<file path="src/rtl/qprn_pkg.sv">
// shared constants, types and term tables of the quaternion product unit
package qprn_pkg;

    localparam int FRAC_BITS_DEF = 30;
    localparam logic [30:0] TOL_RESET = 31'd16;
    localparam int QUEUE_DEPTH = 4;
    localparam int FRONT_STAGES = 7;
    localparam int SQRT_STEPS = 32;
    localparam int DIV_STEPS = 31;

    // operand indexes of the sixteen partial products, four per component
    localparam int LIDX [16] = '{0, 1, 2, 3,  0, 1, 2, 3,  0, 2, 3, 1,  0, 3, 1, 2};
    localparam int RIDX [16] = '{0, 1, 2, 3,  1, 0, 3, 2,  2, 0, 1, 3,  3, 0, 2, 1};

    typedef struct packed {
        logic [3:0][31:0] comp;
        logic [63:0]      sum_sq;
        logic             resc;
    } t_job;

    typedef struct packed {
        logic [3:0][31:0] comp;
        logic             resc;
        logic [63:0]      n;
        logic [63:0]      r;
    } t_sq;

    typedef struct packed {
        logic [3:0][31:0] comp;
        logic             resc;
        logic [31:0]      m;
        logic [3:0]       neg;
        logic [3:0]       sat;
        logic [3:0][63:0] rem;
        logic [3:0][30:0] q;
    } t_dv;

endpackage

</file>
<file path="src/rtl/qprn_queue.sv">
// short item queue between the front and back pipelines
module qprn_queue (
    input  logic           i_clk,
    input  logic           i_rst_n,
    input  logic           i_push,
    input  qprn_pkg::t_job i_job,
    output logic           o_full,
    input  logic           i_pop,
    output logic           o_nonempty,
    output qprn_pkg::t_job o_job
);

    localparam int D  = qprn_pkg::QUEUE_DEPTH;
    localparam int AW = $clog2(D);

    qprn_pkg::t_job r_mem [D];
    logic [AW-1:0]  r_wr, r_rd;
    logic [AW:0]    r_cnt;

    assign o_full     = (r_cnt == (AW+1)'(D));
    assign o_nonempty = (r_cnt != '0);
    assign o_job      = r_mem[r_rd];

    always_ff @(posedge i_clk) begin
        if (!i_rst_n) begin
            r_wr  <= '0;
            r_rd  <= '0;
            r_cnt <= '0;
        end else begin
            if (i_push) begin
                r_wr <= (r_wr == AW'(D - 1)) ? '0 : r_wr + 1'b1;
            end
            if (i_pop) begin
                r_rd <= (r_rd == AW'(D - 1)) ? '0 : r_rd + 1'b1;
            end
            r_cnt <= r_cnt + (AW+1)'(i_push) - (AW+1)'(i_pop);
        end
    end

    always_ff @(posedge i_clk) begin
        if (i_push) begin
            r_mem[r_wr] <= i_job;
        end
    end

endmodule

</file>
<file path="config.mk">
export PLATFORM = sky130hd
export DESIGN_NAME = qprn_queue
export DESIGN_NICKNAME = d
export VERILOG_FILES = /design/src/rtl/qprn_pkg.sv /design/src/rtl/qprn_queue.sv
export SDC_FILE = /design/constraint.sdc
export NUM_CORES = 1
export LEC_CHECK = 0
export BUFFER_PORTS_ARGS = -buffer_cell sky130_fd_sc_hd__buf_2
export CORE_UTILIZATION = 30
export CTS_CLUSTER_SIZE = 40
export DETAILED_ROUTE_END_ITERATION = 16
export SLEW_MARGIN = 20
export SYNTH_ARGS = -nofsm -noshare
export SYNTH_HDL_FRONTEND = slang
export SYNTH_SLANG_ARGS = --single-unit
</file>
<file path="constraint.sdc">
create_clock -name i_clk -period 11.3 [get_ports i_clk]
set_input_delay 2.26 -clock i_clk [delete_from_list [all_inputs] [get_ports i_clk]]
set_output_delay 2.26 -clock i_clk [all_outputs]
set_load 0.03 [all_outputs]
</file>
==> flow_summary.yaml, run 1 <==
synth:
  synth.yosys.seq_area_share_pct: 81.8
  synth_area_per_cell_um2: 27.1
  synth_top_area_share_pct: 81.2
  synth_area_leaders: "edfxtp_1, mux4_2, mux4_1"
  yosysMostFrequentCell: "edfxtp_1"
  synth-main-ff-cell: "edfxtp_1"
  ys_types: 22
  yosys-top-cells-count: "edfxtp_1, mux4_2, mux4_1"
  async_reset_ff_share_pct: 0
  synth_edf_count: 772
  synth_warnings: 0
  syn-num-nets: 1257
  synth.cell_area_um2: 28500
  yosys.area.top_type: "edfxtp_1"
  synthCells: 1052
  synth_seq_cells: 781
worst_setup_path:
  r2r-start: "r_wr[0]"
  end_kind: "output pin"
  rr_worst_depth: 4
  worst-endpoint-required_ns: 9.04
  cp.arrival_ns: 3.66
  worstSetupStartpointType: "flop"
  ff2ff_setup_slack_ns: 8.07
  cp_max_fo: 60
  timing.rr.end: "r_mem[3][165]"
  path_class: "flop to output pin"
route:
  wl_met1_um: 22300
  wl_met2_um: 30400
  drcViolationCount: 0
  dr.pass1.iters: 5
  highest_layer: "met5"
  ant_nets: 0
  route.met3.wl_um: 5080
  routedWlPerCell_um: 21.0
  dr.first_iter.drc_count: 909
  vias: 12700
  via_per_inst: 4.48
  drt-total-wl_um: 59400
die:
  die_h_um: 310
  core_um2: 93700
  dieWidth_um: 310
  die_area_um2: 96400
  row_count: 112
  start_util_pct: 30.4
  ios: 392
min_path:
  hold_class: "flop to flop"
  hold_depth: 2
  min_from: "r_rd[0]"
timing:
  worst_pin_slew_ns: 1.01
  tns_ns: 0
  slew_viol_final: 0
  hold_viol_final: 0
  fin_ws_ns: 5.38
  fmax_mhz: 169
  setup_viol: 0
  period_needed_ns: 5.92
  rsz0062_at_grt: "no"
  maxSlewHeadroom_pct: 32.9
  clock_skew_ns: 0.0195
  period_share_pct: 52.4
global_routing:
  antenna_found_initial: 17
  grt_usage_pct: 12.2
  overflow: 0
  grt_pass1_vias: 13700
  grt_max_degree: 102
  grt_pass1_wl_um: 86400
clocking:
  cts_root_buffer: "clkbuf_16"
  post_cts_resized: 0
  path_clk_slew_ns: 0.06
  cts_max_path_buffers: 3
  cts_buffers: 83
  cts_tree: "done"
  cts_hold_buf: 0
  cts_max_level: 3
  postCtsSetupBuffers: 0
  cts.sinks: 781
  clk_latency_ns: 0.63
flow_run:
  drv_cap: 0
power_and_ir_drop:
  finalPower_mw: 6.59
  powerDensity_nw_per_um2: 191
  p_leak_nw: 11.4
  vdd_drop_max_v: 0.000150
place:
  routabilityCongestion: 0.713
  dp_hpwl_um: 35800
  io_buffer_count: 391
  pre_cts_ws_ns: 5.95
  placed_cells: 2671
cells_and_area:
  area_delta_synth_final_pct: 20.7
  nets: 1707
  final_layout_size_suffix_gt1_share_pct: 43.8
  fin_cells: 2822
  fillers: 8531
status:
  status: "complete, no violations"
[cell usage in the layout (no fill, tap or decap), drive strengths merged]
master    netlist  routed
dfxtp           9       9
fa              1       1
clkbuf          2     109
or3b            2       2
diode           0       3
mux4          193     193
ha              7       7
nand2b          2       2
a21oi           2       2
bufinv          0       5
nor2            3       3
inv             7      12
buf            41     408
mux2i           2       2
and3            1       1
edfxtp        772     772
clkinv          0      27
xor3            1       1
clkinvlp        0       2
or3             1       1
and2            6       6
[worst max-delay path: stages, from the launching register on]
cell and delay [ns]:
dfxtp_4 0.71, buf_4 0.69, buf_4 0.79, mux4_1 0.46
buf_2 0.21
[per-layer routing]
layer,GRT usage [%],vias up
li1,-,5518
met1,14.0,6609
met2,20.7,389
met3,4.83,116
met4,3.96,18
met5,0,-
[state kept, by name, indices dropped and copies added (netlist names), named ones only]
register,count
r_cnt,3
r_mem,772
r_wr,2
r_rd,2
[report_power, final]
part / total [mW] / switching (mW) / internal (mW)
combinational: 0.648 / 0.422 / 0.227
sequential: 3.35 / 0.0355 / 3.31
clock: 2.60 / 1.07 / 1.53
total: 6.59 / 1.52 / 5.07
[worst max-delay path by stage]
| stage | start | to | slack [ns] |
|---|---|---|---|
| after CTS | flop | o_job[163] | 5.25 |
| after detailed placement | flop | o_job[163] | 5.95 |
| after floorplan | i_push | r_mem[0][0] | 4.08 |
| after global routing | flop | o_job[163] | 5.16 |
| final | flop | o_job[163] | 5.38 |
| after global placement | flop | o_job[163] | 5.99 |
[area by class of cell]
class / instances / area, um2 / area share, %
antenna: 3 / 7.51 / 0.0218
sequential: 781 / 23400 / 67.8
tap: 1254 / 1570 / 4.55
clock buffer: 109 / 2280 / 6.62
timing repair buffer: 408 / 2100 / 6.09
clock inverter: 39 / 332 / 0.963
inverter: 7 / 26.3 / 0.0763
multi-input combinational: 221 / 4770 / 13.8
[cell families (layout without fill, tap and decap cells)]
group,count (synthesis),after routing,synth area share [%]
muxes,195,195,15.8
adders and majority gates,8,8,0.377
AOI/OAI and AO/OA,2,2,0.0351
and+or+nand+nor,15,15,0.320
xor gates and xnor gates,1,1,0.0833
other,0,3,0
DFF,781,781,81.8
buffers and inverters,50,563,1.49
[through the flow]
step                hold WS [ns]  utilization [%]  area [um2]
CTS                        0.545             36.7       34400
global placement           0.502             34.0       31800
detailed placement         0.534             34.0       31800
finish                     0.539             36.7       34400
floorplan                  0.476                -       28500
global route               0.548             36.7       34400
Power figures use the tool's default switching activity.
==> run 2: changes to the inputs <==
- ABC_AREA: not set -> 1
- clock period: 11.3 -> 5.3 ns (I/O delays scaled with it)
==> run 2 against run 1 <==
Against the previous run: design area is 8.1% higher; worst setup slack worse by 3.8 ns; clock power is 120% higher; sequential share of layout area is 5.1 points lower; clock skew is 0.011 ns higher; critical path depth is 1 higher; count of clock-buffer cells in the layout is 6 lower.
==> flow_summary.yaml, run 2 <==
cells_and_area:
  area_delta_synth_final_pct: 20.1
  nets: 2895
  seq_area_um2: 23400
  fin_cells: 4133
  layout_commonest_cell: "edfxtp_1"
  largestRegisters: "r_mem: 772 flops, r_cnt: 3 flops"
  largest_reg_flops: 772
  final_cell_mix: "edfxtp_1, inv_1, nand2_1"
  multi_input_area_um2: 5430
  fillers: 9858
  largest_register: "r_mem"
  final_layout_size_suffix_gt1_share_pct: 22.7
min_path:
  hold_class: "flop to flop"
synth:
  synth_seq_cells: 781
  synth_area_leaders: "edfxtp_1, inv_1, nand2_1"
  synth_edf_count: 772
  async_reset_ff_share_pct: 0
  ys_types: 20
  synthCells: 2311
  synth.yosys.seq_area_share_pct: 75.4
  yosysMostFrequentCell: "edfxtp_1"
  synth.cell_area_um2: 31000
  synth_area_per_cell_um2: 13.4
  yosys-top-cells-count: "edfxtp_1, inv_1, nand2_1"
  synth_warnings: 0
  yosys.area.top_type: "edfxtp_1"
  synth_top_area_share_pct: 74.8
  syn-num-nets: 2516
  synth-main-ff-cell: "edfxtp_1"
power_and_ir_drop:
  p_leak_nw: 14.1
  powerDensity_nw_per_um2: 392
  vdd_drop_max_v: 0.000292
timing:
  maxSlewHeadroom_pct: 32.2
  rsz0062_at_grt: "no"
  setup_viol: 0
  worst_pin_slew_ns: 1.01
  clock_skew_ns: 0.0309
  period_needed_ns: 3.68
  hold_viol_final: 0
  slew_viol_final: 0
  period_share_pct: 69.4
  tns_ns: 0
  fmax_mhz: 272
clocking:
  cts_max_level: 3
  cts_hold_buf: 0
  clk_latency_ns: 0.64
  cts_max_path_buffers: 3
  cts.sinks: 781
  path_clk_slew_ns: 0.06
  cts_root_buffer: "clkbuf_16"
  post_cts_resized: 0
  cts_buffers: 85
  postCtsSetupBuffers: 0
  cts_tree: "done"
route:
  ant_nets: 0
  drt-total-wl_um: 64800
  routedWlPerCell_um: 15.7
  drcViolationCount: 0
  vias: 18000
  dr.pass1.iters: 5
  dr.first_iter.drc_count: 1087
  via_per_inst: 4.35
global_routing:
  antenna_found_initial: 20
  grt_usage_pct: 12.0
  grt_pass1_vias: 17200
  grt_max_degree: 151
  grt_pass1_wl_um: 96300
  overflow: 0
place:
  dp_hpwl_um: 38500
  placed_cells: 3971
  io_buffer_count: 391
  routabilityCongestion: 0.711
worst_setup_path:
  path_cells: "buf_12, a21oi_1, o21ai_1, nand2_1, buf_2"
  critical_path_buf_inv_count: 2
  worst-endpoint-required_ns: 4.24
  max_stage_delay_ns: 0.96
  end_kind: "output pin"
  worstSetupStartpointType: "flop"
  cp_slowest_cell: "dfxtp_4"
  cp.arrival_ns: 2.62
  path_class: "flop to output pin"
  cp_max_fo: 74
  crit_family: "flip-flops"
die:
  dieWidth_um: 323
  die_area_um2: 105000
  core_um2: 102000
  die_h_um: 323
  ios: 392
  start_util_pct: 30.3
  row_count: 117
status:
  status: "complete, no violations"
flow_run:
  drv_cap: 0
## run 2: cell types whose count changed after synthesis, sizes merged, moves of 4 or more
cell,previous run,this run
clkbuf,2,23
nand2,0,397
mux4,193,0
and2,6,0
o211ai,0,193
buf,41,107
inv,7,401
o21ai,0,194
a21oi,2,196
nor2,3,7
## run 2: worst reg2reg max path, stage by stage, from the launching register on
cell and delay (ns):
dfxtp_1 0.39, inv_1 0.09, ha_1 0.20, nand2_1 0.11
clkinvlp_4 0.80, buf_12 0.51
## run 2: final timing paths
kind | cells after the start | startpoint | to | slack (ns)
worst max-delay path | 5 | flop | o_job[183] | 1.62
worst min-delay path | 2 | r_rd[0] | flop | 0.51
worst max register to register | 5 | r_wr[0] | r_mem[2][103] | 2.75
worst min register to register | 2 | r_rd[0] | flop | 0.51
## run 2: layout make-up
class                      count  share of cell area, %
clock buffer                 103                   6.01
clock inverter                53                   1.26
timing repair buffer         422                   6.62
antenna                        6                 0.0403
inverter                     401                   4.08
multi-input combinational    999                   14.6
sequential                   781                   62.8
tap                         1368                   4.60
## run 2: metrics by stage
stage                     hold slack (ns)  instance area, um2  total power [mW]  setup slack (ns)  utilization (%)
after floorplan                     0.471               31000              8.48             0.705                -
after global placement              0.486               34500              9.07              2.11             33.8
after detailed placement            0.507               34500              9.10              2.13             33.8
after CTS                           0.518               37200              14.8              1.50             36.4
after global routing                0.533               37200              15.2              1.44             36.4
final                               0.510               37200              14.6              1.62             36.4
## run 2: metal layers
layer	GRT usage (%)	wire length [um]	part of all wire, %	vias to the layer above
li1	-	-	-	8835
met1	13.5	25400	39	8632
met2	20.8	32400	50	376
met3	4.17	5060	7.8	124
met4	4.88	1750	2.7	30
met5	0	187	0.29	-
## run 2: kinds of logic after synthesis
kind of cell	share of synthesized area, %
xor gates and xnor gates	0.0283
and+or+nand+nor	4.94
DFF	75.4
adders and majority gates	0.347
AOI/OAI and AO/OA	12.2
buffers and inverters	7.12
## run 2: where the power goes
group	switching (mW)	internal [mW]
clock	2.38	3.27
sequential	0.0792	7.10
combinational	1.29	0.468
==> run 3: changes to the inputs <==
- clock period: 5.3 -> 2.95 ns (I/O delays scaled with it)
==> run 3 against run 2 <==
Against the previous run: sequential power is 80% higher; largest power group unchanged; largest cell class unchanged; via count increased by 0.44%; flip-flop and latch count unchanged; non-clock buffer count is 47 higher; critical path depth up 1; power is 83% higher; critical path type unchanged; clock skew fell by 0.0099 ns.
==> flow_summary.yaml, run 3 (synthesis gave the netlist of run 2 again) <==
clocking:
  clk_latency_ns: 0.64
  cts_buffers: 85
  cts_max_path_buffers: 3
  cts_max_level: 3
  cts_hold_buf: 0
  path_clk_slew_ns: 0.06
  cts_tree: "done"
  cts.sinks: 781
  cts_root_buffer: "clkbuf_16"
die:
  ios: 392
  core_um2: 102000
  die_h_um: 323
  start_util_pct: 30.3
  die_area_um2: 105000
  row_count: 117
  dieWidth_um: 323
worst_setup_path:
  path_class: "flop to output pin"
  path_cells: "buf_16, buf_4, a21oi_1, o21ai_0, nand2_1, buf_2"
  r2r-start: "r_wr[0]"
  worstSetupStartpointType: "flop"
  cp.arrival_ns: 2.16
  critical_path_buf_inv_count: 3
  cp_max_fo: 42
  worst-endpoint-required_ns: 2.36
  crit_family: "buffers and inverters"
  end_kind: "output pin"
  max_stage_delay_ns: 0.49
  cp_slowest_cell: "dfxtp_4"
min_path:
  min_from: "i_job[180]"
  hold_class: "input port to flop"
cells_and_area:
  largest_register: "r_mem"
  largest_reg_flops: 772
  area_delta_synth_final_pct: 22.0
  final_layout_size_suffix_gt1_share_pct: 24.3
  final_util_pct: 37.0
  nets: 2942
  largestRegisters: "r_mem: 772 flops, r_cnt: 3 flops"
  final_cell_mix: "edfxtp_1, inv_1, nand2_1"
  layout_commonest_cell: "edfxtp_1"
  fillers: 9782
route:
  dr.first_iter.drc_count: 983
  vias: 18100
  ant_nets: 0
  drt-total-wl_um: 67300
  via_per_inst: 4.33
  drcViolationCount: 0
  routedWlPerCell_um: 16.1
  dr.pass1.iters: 5
global_routing:
  grt_pass1_vias: 17100
  grt_use_met2_pct: 21.7
  grt_usage_pct: 12.4
  gr-max-usage-layer: "met2"
  antenna_found_initial: 15
  met1_usage_pct: 14.0
  gr-usage-met3_pct: 4.27
  grt_pass1_wl_um: 98800
  overflow: 0
  grt_max_degree: 93
timing:
  fin_ws_ns: 0.199
  fmax_mhz: 364
  maxSlewHeadroom_pct: 54.3
  rsz0062_at_grt: "no"
  clock_skew_ns: 0.0210
  period_share_pct: 93.3
  slew_viol_final: 0
  setup_viol: 0
  period_needed_ns: 2.75
  worst_pin_slew_ns: 0.685
  tns_ns: 0
  hold_viol_final: 0
power_and_ir_drop:
  powerDensity_nw_per_um2: 706
  vdd_drop_max_v: 0.000392
  p_leak_nw: 14.5
flow_run:
  drv_cap: 0
place:
  pre_cts_ws_ns: 0.489
  io_buffer_count: 391
  routabilityCongestion: 0.723
  dp_hpwl_um: 41400
status:
  status: "complete, no violations"
## run 3: cell count changes in the layout (fill, tap and decap cells not counted), sizes merged
cell	before	now
clkinvlp	10	6
diode	6	4
clkbuf	103	109
bufinv	5	9
clkinv	40	34
inv	399	400
buf	422	468
## run 3: per-stage QoR
stage	cell area [um2]	hold WS (ns)	instances	total power, mW
6_report	37800	0.161	4178	26.7
3_3_place_gp	35000	0.484	4013	16.4
3_5_place_dp	35000	0.507	4013	16.5
5_1_grt	37800	0.105	4178	27.7
2_1_floorplan	31100	0.471	2311	15.2
4_1_cts	37700	0.0822	4170	27.0
## run 3: worst reg2reg max path: cells and delay by family (launching register included)
kind,cells,cell delay (ns)
and+or+nand+nor,1,0.07
adders and majority gates,1,0.17
buffers and inverters,4,1.12
DFF,1,0.35
## run 3: repair_timing
item	4_1_cts	5_1_grt
resized for setup	0	3
cloned	0	1
setup endpoints to repair	12	3
setup buffers	1	3
## run 3: layer usage
layer  part of all wire [%]  wire [um]
met1                     39      26300
met2                     51      34200
met3                    7.3       4880
met4                    2.7       1840
met5                   0.22        151
## run 3: worst paths after layout
path	endpoint	slack (ns)	cells after the start
max reg2reg	r_mem[2][95]	0.86	6
max	o_job[122]	0.20	6
min reg2reg	flop	0.52	2
min	r_mem[2][180]	0.16	1
## run 3: final cells by class
cell class,count,area [um2],area share [%]
diodes,4,10.0,0.0265
clock buffers,108,2280,6.02
clock inverters,48,500,1.32
inverters,401,1520,4.02
multi-input cells,999,5450,14.4
flip-flops and latches,781,23400,61.8
well taps,1368,1710,4.53
repair buffers,469,2980,7.88
## run 3: power by group
| group | switching (mW) | internal [mW] | total (mW) |
|---|---|---|---|
| registers | 0.109 | 12.8 | 12.9 |
| clock network | 4.23 | 6.26 | 10.5 |
| logic | 2.40 | 0.932 | 3.33 |
| total | 6.73 | 19.9 | 26.7 |
